**config.mk**
```make
export PLATFORM = sky130hd
export DESIGN_NAME = sbe_kernel
export DESIGN_NICKNAME = d
export VERILOG_FILES = /design/src/hw/rtl/sbe_pkg.sv /design/src/hw/rtl/sbe_kernel.sv
export SDC_FILE = /design/constraint.sdc
export NUM_CORES = 1
export LEC_CHECK = 0
export BUFFER_PORTS_ARGS = -buffer_cell sky130_fd_sc_hd__buf_2
export CAP_MARGIN = 15
export CORE_MARGIN = 5
export CORE_UTILIZATION = 50
export DETAILED_ROUTE_END_ITERATION = 6
export PLACE_DENSITY = 0.79
export SLEW_MARGIN = 20
export SYNTH_ARGS = -nofsm -noshare
export SYNTH_HDL_FRONTEND = slang
export SYNTH_SLANG_ARGS = --single-unit
```
**constraint.sdc**
```tcl
create_clock -name clock -period 11.7 [get_ports clock]
set_input_delay 2.925 -clock clock [delete_from_list [all_inputs] [get_ports clock]]
set_output_delay 2.925 -clock clock [all_outputs]
set_load 0.02 [all_outputs]
```
**src/hw/rtl/sbe_pkg.sv**
```systemverilog
// ----------------------------------------------------------------------------
// sbe_pkg
// Shared types and constants for the Sobel edge binariser.
// ----------------------------------------------------------------------------
package sbe_pkg;

   // Longest input row the line store can hold
   localparam int MAX_WIDTH = 1024;
   localparam int COL_W     = $clog2(MAX_WIDTH);

   // Register field widths
   localparam int THR_W     = 8;
   localparam int FWIDTH_W  = 11;
   localparam int FHEIGHT_W = 12;
   localparam int CSR_W     = 12;
   localparam int CSR_IDX_W = 2;

   // Width for comparing a column against the clamped row width
   localparam int LIM_W = (COL_W + 1 > FWIDTH_W) ? COL_W + 1 : FWIDTH_W;

   // Pixel and line store word
   localparam int PIX_W  = 8;
   localparam int LINE_W = 2 * PIX_W;

   // Register indexes
   typedef enum logic [CSR_IDX_W-1:0] {
      CSR_THRESHOLD = 2'd0,
      CSR_WIDTH     = 2'd1,
      CSR_HEIGHT    = 2'd2
   } csr_index_type;

   // Position of one request within the frame
   typedef struct packed {
      logic [COL_W-1:0] col;
      logic             produce;
      logic             last;
   } pos_type;

endpackage

```
**src/hw/rtl/sbe_kernel.sv**
```systemverilog
// ----------------------------------------------------------------------------
// sbe_kernel
// 3x3 window, Sobel sums in both directions and the threshold compare.
// ----------------------------------------------------------------------------
module sbe_kernel (
   input  logic                        clock,
   input  logic                        reset,
   input  logic                        advance,
   input  logic [sbe_pkg::PIX_W-1:0]   pixel,
   input  logic [sbe_pkg::LINE_W-1:0]  line_word,
   input  logic [sbe_pkg::THR_W-1:0]   threshold,
   output logic                        edge_x,
   output logic                        edge_y
);

   // win_ff[row][col], row 0 oldest, col 2 newest
   logic [sbe_pkg::PIX_W-1:0] win_ff [3][3];
   logic [sbe_pkg::PIX_W-1:0] nw     [3][3];
   logic [9:0]  xp, xn, yp, yn;
   logic [10:0] gx, gy;
   logic [9:0]  ax, ay;

   // Window after the shift that this request causes
   always_comb begin
      for (int r = 0; r < 3; r++) begin
         nw[r][0] = win_ff[r][1];
         nw[r][1] = win_ff[r][2];
      end
      nw[0][2] = line_word[15:8];
      nw[1][2] = line_word[7:0];
      nw[2][2] = pixel;
   end

   always_ff @(posedge clock) begin
      if (reset) begin
         for (int r = 0; r < 3; r++) begin
            for (int c = 0; c < 3; c++) begin
               win_ff[r][c] <= '0;
            end
         end
      end else if (advance) begin
         win_ff <= nw;
      end
   end

   // Weighted column and row sums, 0..1020 each
   always_comb begin
      xp = {2'b00, nw[0][2]} + {1'b0, nw[1][2], 1'b0} + {2'b00, nw[2][2]};
      xn = {2'b00, nw[0][0]} + {1'b0, nw[1][0], 1'b0} + {2'b00, nw[2][0]};
      yp = {2'b00, nw[2][0]} + {1'b0, nw[2][1], 1'b0} + {2'b00, nw[2][2]};
      yn = {2'b00, nw[0][0]} + {1'b0, nw[0][1], 1'b0} + {2'b00, nw[0][2]};
      gx = {1'b0, xp} - {1'b0, xn};
      gy = {1'b0, yp} - {1'b0, yn};
   end

   // Magnitude and strict compare
   always_comb begin
      ax = gx[10] ? 10'(-gx) : gx[9:0];
      ay = gy[10] ? 10'(-gy) : gy[9:0];
      edge_x = ax > {2'b00, threshold};
      edge_y = ay > {2'b00, threshold};
   end

endmodule

```
==> results.toml <==
[status]
status = "finished clean"

[logic_synthesis]
synth.avg_cell_area_um2 = 8.943
synthCells = 564
synth_edf_count = 0
ys_async_sr_fraction = 0
ys_seq_elements = 48
synthFlopType = "dfxtp_1"
syn_area_mm2 = 0.005044
syn-num-nets = 703
ys_seq_area_frac = 0.1905
synth.distinct_cells = 53
ys_warn_count = 0

[routing]
drt_iter0_drc = 174
antenna_left = 0
post-route-drc-count = 0
vias_per_cell = 5.075
post_drt_wl_per_cell_um = 13.07
routed_wl_um = 9556
first_pass_iters = 4
num_vias = 3710

[critical_path]
path_common_cell = "fa_1"
arrival_ns = 7.95
start_kind = "input pin"
cp_max_fo = 4
cp_data_required_time_ns = 8.78
cp_slowest_stage_delay_ns = 0.55
cp-end-kind = "output pin"
crit_path_cell_trace = "buf_2 -> inv_1 -> fa_1 -> fa_1 -> inv_1 -> fa_1 -> inv_1 -> fa_1 -> xor2_1 -> or4_1 -> o41ai_1 -> xnor2_1 -> ha_1 -> nand4_1 -> nor2_1 -> a21oi_1 -> nor4_1 -> a211oi_1 -> buf_2"
critPathKind = "input pin to output pin"
crit_slowest_cell = "fa_1"

[floorplan]
dieHeight_um = 110.4
io_pins = 37
core_area_mm2 = 0.009819
dieArea_mm2 = 0.01220
chipWidth_um = 110.4
rows = 36
start_util = 0.5136

[grt]
grt_pass1_wl_um = 17570
grt_max_degree = 49
grt_antenna_before_repair = 0
grt-ovfl-total = 0
grt_usage = 0.1664
grt_pass1_vias = 4186

[clock_tree]
cts_buffers = 5
root_buffer = "clkbuf_8"
ctsHoldBuffers = 0
clock_latency_ns = 0.29
cts_htree_levels = 2
post-cts-setup-buffers = 0
clk_path_buf_depth = 2
clk_pin_slew_ns = 0.09
clock_sinks = 48
post_cts_resized = 0
cts_tree = "done"

[pwr]
ir_worst_vdd_uv = 88.25
finalPower_mw = 1.179
p_leak_nw = 2.675
powerDensity_mw_per_mm2 = 215.3

[finish]
diodes = 0
drive_gt1_frac = 0.09699
num-nets-final = 736
largest_reg_flops = 48
mostFrequentLayoutCell = "inv_1"
synthToLayoutAreaGrowth_pct = 8.559
final_cell_mix = "inv_1 (142), nor2_1 (71), fa_1 (62)"

[timing]
worstMarginPinSlew_ns = 0.8189
setup_violations = 0
slew-limit-headroom = 0.4541
setup_tns_ns = 0
fin_skew_ns = 0.001392
min_period_ns = 10.87
report.final.slew_viol_count = 0
rsz0062_at_grt = "false"
max_clock_freq_mhz = 91.96
period_share = 0.9294
finalHoldViolCount = 0

[placed_design]
gp_congestion = 0.8267
hpwl_um = 8255
portBuffers = 36

[flow_run]
maxCapViolations = 0

[min_path]
hold_class = "flip-flop to flip-flop"
[critical path: cells and delay by family]
kind	cells	cell delay, ns
adders and majority gates	5	2.34
AOI/OAI and AO/OA	3	0.99
buffers and inverters	5	0.52
and+or+nand+nor	4	0.77
xor gates and xnor gates	2	0.40
[cell type report]
cell class | count | area, um^2
Timing Repair Buffer | 37 | 187.7
Inverter | 142 | 533.0
Fill cell | 911 | 4344
Multi-Input combinational cell | 363 | 3506
Clock buffer | 6 | 82.58
Clock inverter | 2 | 38.79
Tap cell | 133 | 166.4
Sequential cell | 48 | 960.9
[per-layer routing]
layer | wire length [um] | GRT usage
met1 | 3954 | 0.1890
met2 | 5246 | 0.3212
met4 | 105 | 0.04105
met3 | 250 | 0.02681
met5 | 0 | 0
[synth_stat cells (all sizes together) (3+ instances only)]
cell     count  area share
xnor2       10       0.017
o21ai       17       0.017
a21o         3      0.0047
nand2       13      0.0097
a211oi       8       0.016
a21oi       12       0.012
ha          42        0.10
and3         3      0.0037
nand3        5      0.0050
xor2        11       0.019
nor3         9       0.011
fa          62        0.25
nand4        5      0.0062
o21a         4      0.0060
nor2        71       0.053
mux2i       48       0.095
clkbuf       7      0.0052
nor3b        3      0.0045
buf          4      0.0035
and2         3      0.0037
dfxtp       48        0.19
o21ba        3      0.0060
o2111ai      3      0.0052
inv        142        0.11
o31ai        3      0.0072
[path summary, 6_finish.rpt]
kind | from | endpoint | slack, ns | cells past startpoint
max | line_word[10] | edge_y | 0.83 | 19
min | nw[68]$_SDFFE_PP0P_ | nw[68]$_SDFFE_PP0P_ | 0.50 | 2
max reg2reg | nw[9]$_SDFFE_PP0P_ | nw[17]$_SDFFE_PP0P_ | 10.98 | 2
min reg2reg | nw[68]$_SDFFE_PP0P_ | nw[68]$_SDFFE_PP0P_ | 0.50 | 2
[stage by stage]
stage                     std cells  hold slack (ns)  instance area [um^2]    util  setup slack (ns)
after global placement          723           0.4734                  5354  0.5452             1.022
after detailed placement        723           0.4796                  5354  0.5452            0.8605
after global routing            731           0.5421                  5475  0.5576            0.3475
final                           731           0.5016                  5475  0.5576            0.8260
after CTS                       731           0.5055                  5475  0.5576            0.8585
after floorplan                 564           0.4601                  5044       -             1.247
[report_power, final]
| part | internal (mW) | leakage [nW] | switching, mW |
|---|---|---|---|
| clock | 0.0700 | 0.0614 | 0.0580 |
| combinational | 0.368 | 2.22 | 0.506 |
| sequential | 0.171 | 0.393 | 0.00548 |
| total | 0.609 | 2.67 | 0.570 |
[kinds of logic after synthesis]
kind of cell / after synthesis / synth area share
AND/OR/NAND/NOR: 123 / 0.1134
buffers and inverters: 153 / 0.1144
multiplexers: 49 / 0.09749
XOR/XNOR: 21 / 0.03647
adder cells (fa/ha/maj): 104 / 0.3503
flip-flops: 48 / 0.1905
AO/OA/AOI/OAI: 66 / 0.09750
Note: power is estimated with default switching activity, not from simulation.
