===== config.mk =====
export PLATFORM = sky130hd
export DESIGN_NAME = sbe_scan
export DESIGN_NICKNAME = d
export VERILOG_FILES = /design/src/hw/rtl/sbe_pkg.sv /design/src/hw/rtl/sbe_scan.sv
export SDC_FILE = /design/constraint.sdc
export NUM_CORES = 1
export LEC_CHECK = 0
export BUFFER_PORTS_ARGS = -buffer_cell sky130_fd_sc_hd__buf_2
export CAP_MARGIN = 20
export CORE_ASPECT_RATIO = 2
export CORE_UTILIZATION = 45
export DETAILED_ROUTE_END_ITERATION = 10
export GPL_TIMING_DRIVEN = 0
export HOLD_SLACK_MARGIN = 0.06
export PLACE_DENSITY = 0.74
export SETUP_SLACK_MARGIN = 0.05
export SLEW_MARGIN = 20
export SYNTH_ARGS = -nofsm -noshare
export SYNTH_HDL_FRONTEND = slang
export SYNTH_SLANG_ARGS = --single-unit

===== constraint.sdc =====
create_clock -name clock -period 8 [get_ports clock]
set_input_delay 0.4 -clock clock [delete_from_list [all_inputs] [get_ports clock]]
set_output_delay 0.4 -clock clock [all_outputs]
set_load 0.1 [all_outputs]

===== src/hw/rtl/sbe_pkg.sv =====
// ----------------------------------------------------------------------------
// sbe_pkg
// Shared types and constants for the Sobel edge binariser.
// ----------------------------------------------------------------------------
package sbe_pkg;

   // Longest input row the line store can hold
   localparam int MAX_WIDTH = 1024;
   localparam int COL_W     = $clog2(MAX_WIDTH);

   // Register field widths
   localparam int THR_W     = 8;
   localparam int FWIDTH_W  = 11;
   localparam int FHEIGHT_W = 12;
   localparam int CSR_W     = 12;
   localparam int CSR_IDX_W = 2;

   // Width for comparing a column against the clamped row width
   localparam int LIM_W = (COL_W + 1 > FWIDTH_W) ? COL_W + 1 : FWIDTH_W;

   // Pixel and line store word
   localparam int PIX_W  = 8;
   localparam int LINE_W = 2 * PIX_W;

   // Register indexes
   typedef enum logic [CSR_IDX_W-1:0] {
      CSR_THRESHOLD = 2'd0,
      CSR_WIDTH     = 2'd1,
      CSR_HEIGHT    = 2'd2
   } csr_index_type;

   // Position of one request within the frame
   typedef struct packed {
      logic [COL_W-1:0] col;
      logic             produce;
      logic             last;
   } pos_type;

endpackage


===== src/hw/rtl/sbe_scan.sv =====
// ----------------------------------------------------------------------------
// sbe_scan
// Raster position counters: column and row of each request, frame wrap.
// ----------------------------------------------------------------------------
module sbe_scan (
   input  logic                          clock,
   input  logic                          reset,
   input  logic                          accept,
   input  logic                          frame_start,
   input  logic [sbe_pkg::FWIDTH_W-1:0]  frame_width,
   input  logic [sbe_pkg::FHEIGHT_W-1:0] frame_height,
   output sbe_pkg::pos_type              pos
);

   logic [sbe_pkg::COL_W-1:0]     col_ff, col_in, col_cur;
   logic [sbe_pkg::FHEIGHT_W-1:0] row_ff, row_in, row_cur;
   logic [sbe_pkg::LIM_W-1:0]     fw_ext, w_eff;
   logic [sbe_pkg::FHEIGHT_W-1:0] h_eff;
   logic                          end_row, end_frame;

   // Clamp the row width to 3..MAX_WIDTH and the height to at least 3
   always_comb begin
      fw_ext = sbe_pkg::LIM_W'(frame_width);
      if (fw_ext < sbe_pkg::LIM_W'(3)) begin
         w_eff = sbe_pkg::LIM_W'(3);
      end else if (fw_ext > sbe_pkg::LIM_W'(sbe_pkg::MAX_WIDTH)) begin
         w_eff = sbe_pkg::LIM_W'(sbe_pkg::MAX_WIDTH);
      end else begin
         w_eff = fw_ext;
      end
      h_eff = (frame_height < sbe_pkg::FHEIGHT_W'(3)) ? sbe_pkg::FHEIGHT_W'(3) : frame_height;
   end

   // Current position, a frame start restarts at the origin
   always_comb begin
      col_cur   = frame_start ? '0 : col_ff;
      row_cur   = frame_start ? '0 : row_ff;
      end_row   = sbe_pkg::LIM_W'(col_cur) >= (w_eff - sbe_pkg::LIM_W'(1));
      end_frame = end_row && (row_cur >= (h_eff - sbe_pkg::FHEIGHT_W'(1)));

      pos.col     = col_cur;
      pos.produce = (row_cur >= sbe_pkg::FHEIGHT_W'(2)) && (col_cur >= sbe_pkg::COL_W'(2));
      pos.last    = end_frame;
   end

   // Next position
   always_comb begin
      col_in = col_ff;
      row_in = row_ff;
      if (accept) begin
         if (end_row) begin
            col_in = '0;
            row_in = end_frame ? '0 : row_cur + sbe_pkg::FHEIGHT_W'(1);
         end else begin
            col_in = col_cur + sbe_pkg::COL_W'(1);
            row_in = row_cur;
         end
      end
   end

   always_ff @(posedge clock) begin
      if (reset) begin
         col_ff <= '0;
         row_ff <= '0;
      end else begin
         col_ff <= col_in;
         row_ff <= row_in;
      end
   end

endmodule


==> metrics <==
wire per inst=~16 um; Slew @ Worst Pin=between 0.5 and 0.6 ns; Avg Cell Area, Syn=approximately 7.7 um^2; Post-synth ARST share=0%; Mapped Cells=just over 300; share of power burned in registers=between 40% and 50%; Multi-input gate area=between 0.0015 and 0.002 mm^2; Residual DRC=0; clock skew=between 0.004 and 0.005 ns; Port Buffers=38; First DRT Iteration DRCs=68; Seq/Total Area, Yosys=between 15 and 20%; kind of critical path=primary input to output pin; initial antenna violation count=0; max-cap check violation count=0; WL final=approximately 6400 um; total power draw=0.246 mW; Top Ports=39; CP arrival=between 3 and 4 ns; switching part of the total=between 20% and 30%; pin count of the biggest net entering global routing=13; Antenna Cells=0; core area=roughly 0.0051 mm^2; Setup TNS=0 ns; H-tree depth=1; final hold viol count=0; most used routing layer=met2; dpl hpwl=5280 um; fillers=~510; Hold Path Origin=col_ff[9]; crit path launch=frame_width[3]; Min-Delay Path Class=register to register; f_max=roughly 250 MHz; clock share of power=between 30 and 40%; Die Ht=about 100 um; die area=approximately 0.0056 mm^2; WHS Endpoint=col_ff[9]; post-route ant nets=0; clock transition at the registers of the reported paths=0.08 ns; Mapped Area=between 0.002 and 0.0025 mm^2; outcome=finished clean; area grow syn2layout=13.3%; Hold Buf Count CTS=0; CP required=approximately 7.6 ns; Final GP Congestion=slightly above 0.9; fin. max-slew vios=0; Setup violations, final=0; Num CTS Buffers=3; Clock Sinks=22; grt ovf=0; Clock Latency Late Sink=between 0.2 and 0.3 ns; WHS Path Cells=2; global-route wire length before repair=roughly 11,000 um; count of flip-flops with a built-in enable after synthesis=0; Global Route met3 Usage=5.24%; NetSw=slightly above 0.07 mW; register bit total from synthesis=22; CTS tree=done; launching element type of the critical path=primary input; drt via density=6.10; met1 Use GR=between 20% and 30%; gr usage total=26.0%; CP endpoint kind=output pin; DRT Pass-1 Iters=4; DIE WIDTH=roughly 53 um; # nets final=between 400 and 500; Slew headroom=between 60% and 70%; Crit Reg-Reg Startpoint=row_ff[0]; Internal=approximately 0.18 mW; Vias=approximately 2,500; FF-to-FF setup slack=roughly 5.4 ns; Register Area=around 440 um^2; R2R depth=10; Initial Utilization=between 40% and 50%; LEAKAGE=~1.1 nW; Rows=37; Final period util=50.7%; syn nets=365; Top FF cell, synth=dfxtp_1; Yosys cell types=65; Pwr per Cell Area=slightly above 90 mW/mm^2; synth warn=0; Longest Clk Path Bufs=2; grt met2 use=between 40 and 50%; CTS root buf=clkbuf_8; Setup Fix Bufs, Post-CTS=0; worst vdd ir=82.1 uV; number of global-route vias before repair=2,568; Post-CTS Resized=0; FF-to-FF End=row_ff[6]; minimum clock period=4.06 ns; share of layout cells above drive strength 1=between 15 and 20%; Comb power frac=between 20% and 30%; Worst Path Max Fanout=9; unrepaired setup endpoints after global routing=false
[through the flow]
step           setup WS (ns)  std cells  hold WS (ns)  util [%]  area (um^2)
2_1_floorplan           3.34        311         0.434         -         2390
3_3_place_gp            3.96        407         0.447      51.5         2650
3_5_place_dp            3.95        407         0.452      51.5         2650
4_1_cts                 3.93        411         0.466      52.6         2700
5_1_grt                 3.68        411         0.494      52.6         2700
6_report                3.94        411         0.466      52.6         2700
[cell type report]
cell class | instances | area share [%]
tap | 58 | 2.68
clock buffer | 4 | 2.04
inverter | 12 | 1.67
timing repair buffer | 38 | 7.03
buffer | 10 | 1.85
sequential | 22 | 16.3
multi-input combinational | 267 | 68.4
[power by group through the flow]
| stage | Sequential (mW) | Combinational (mW) | Clock (mW) |
|---|---|---|---|
| final | 0.110 | 0.0549 | 0.0813 |
| after detailed placement | 0.113 | 0.0550 | 0 |
| after floorplan | 0.113 | 0.0355 | 0 |
| after global routing | 0.110 | 0.0623 | 0.0870 |
| after global placement | 0.113 | 0.0535 | 0 |
| after CTS | 0.110 | 0.0551 | 0.0824 |
[metal layers]
metal  share of wire, %  vias up
met5                  0        -
met4                4.5        0
met3                4.0       22
met2                 57       90
met1                 35     1160
li1                   -     1234
[cell usage after synthesis, types with 3 or more instances]
| cell type | count | area, um^2 |
|---|---|---|
| nor2_1 | 35 | 131 |
| xor2_1 | 3 | 26.3 |
| mux2i_1 | 4 | 40.0 |
| xnor2_1 | 9 | 78.8 |
| nand4_1 | 3 | 18.8 |
| a22o_1 | 3 | 26.3 |
| nand2b_1 | 3 | 18.8 |
| o21ai_1 | 3 | 15.0 |
| and3_1 | 4 | 25.0 |
| o21ai_0 | 13 | 65.1 |
| ha_1 | 27 | 338 |
| a211oi_1 | 3 | 22.5 |
| a21oi_1 | 19 | 95.1 |
| o211ai_1 | 3 | 22.5 |
| clkbuf_1 | 7 | 26.3 |
| nand3_1 | 17 | 85.1 |
| nor4_1 | 7 | 43.8 |
| or3_1 | 6 | 37.5 |
| nor2b_1 | 20 | 125 |
| o21a_1 | 6 | 45.0 |
| nor3_1 | 11 | 55.1 |
| nand2_1 | 20 | 75.1 |
| a211o_1 | 3 | 26.3 |
| inv_1 | 11 | 41.3 |
| dfxtp_1 | 22 | 440 |
| a2bb2oi_1 | 3 | 26.3 |
[critical path: stages]
cell,delay [ns]
buf_2,0.13
or3_1,0.45
or3_4,0.39
or3_1,0.34
nor3_1,0.14
a211oi_1,0.07
ha_1,0.32
inv_1,0.04
o21ai_0,0.41
o21ai_4,0.20
nor2_1,0.22
buf_4,0.14
buf_2,0.41
[flip-flops by register name, indices dropped and copies added, names as in the netlist]
register  cells
col_ff       10
row_ff       12
[cells by family after synthesis]
kind of cell	count (synthesis)	synth area share (%)
simple gates	143	32.6
xor+xnor	12	4.41
flops	22	18.5
mux	5	2.15
buf+inv	22	3.99
compound gates	80	24.2
fa+ha+maj	27	14.2
[how the worst max path moves through the flow]
stage | to | cells after the start
final | pos[0] | 13
after global routing | pos[0] | 13
after CTS | pos[0] | 13
after detailed placement | pos[0] | 13
after global placement | pos[0] | 13
after floorplan | pos[1] | 6
[layout by cell type, fill, tap and decap left out, types with 13 or more instances in the layout]
cell type  instances
o21ai_0           13
buf_2             39
a21oi_1           19
nor2b_1           20
dfxtp_1           22
nand3_1           17
nor2_1            35
ha_1              27
nand2_1           20
Power figures use the tool's default switching activity.
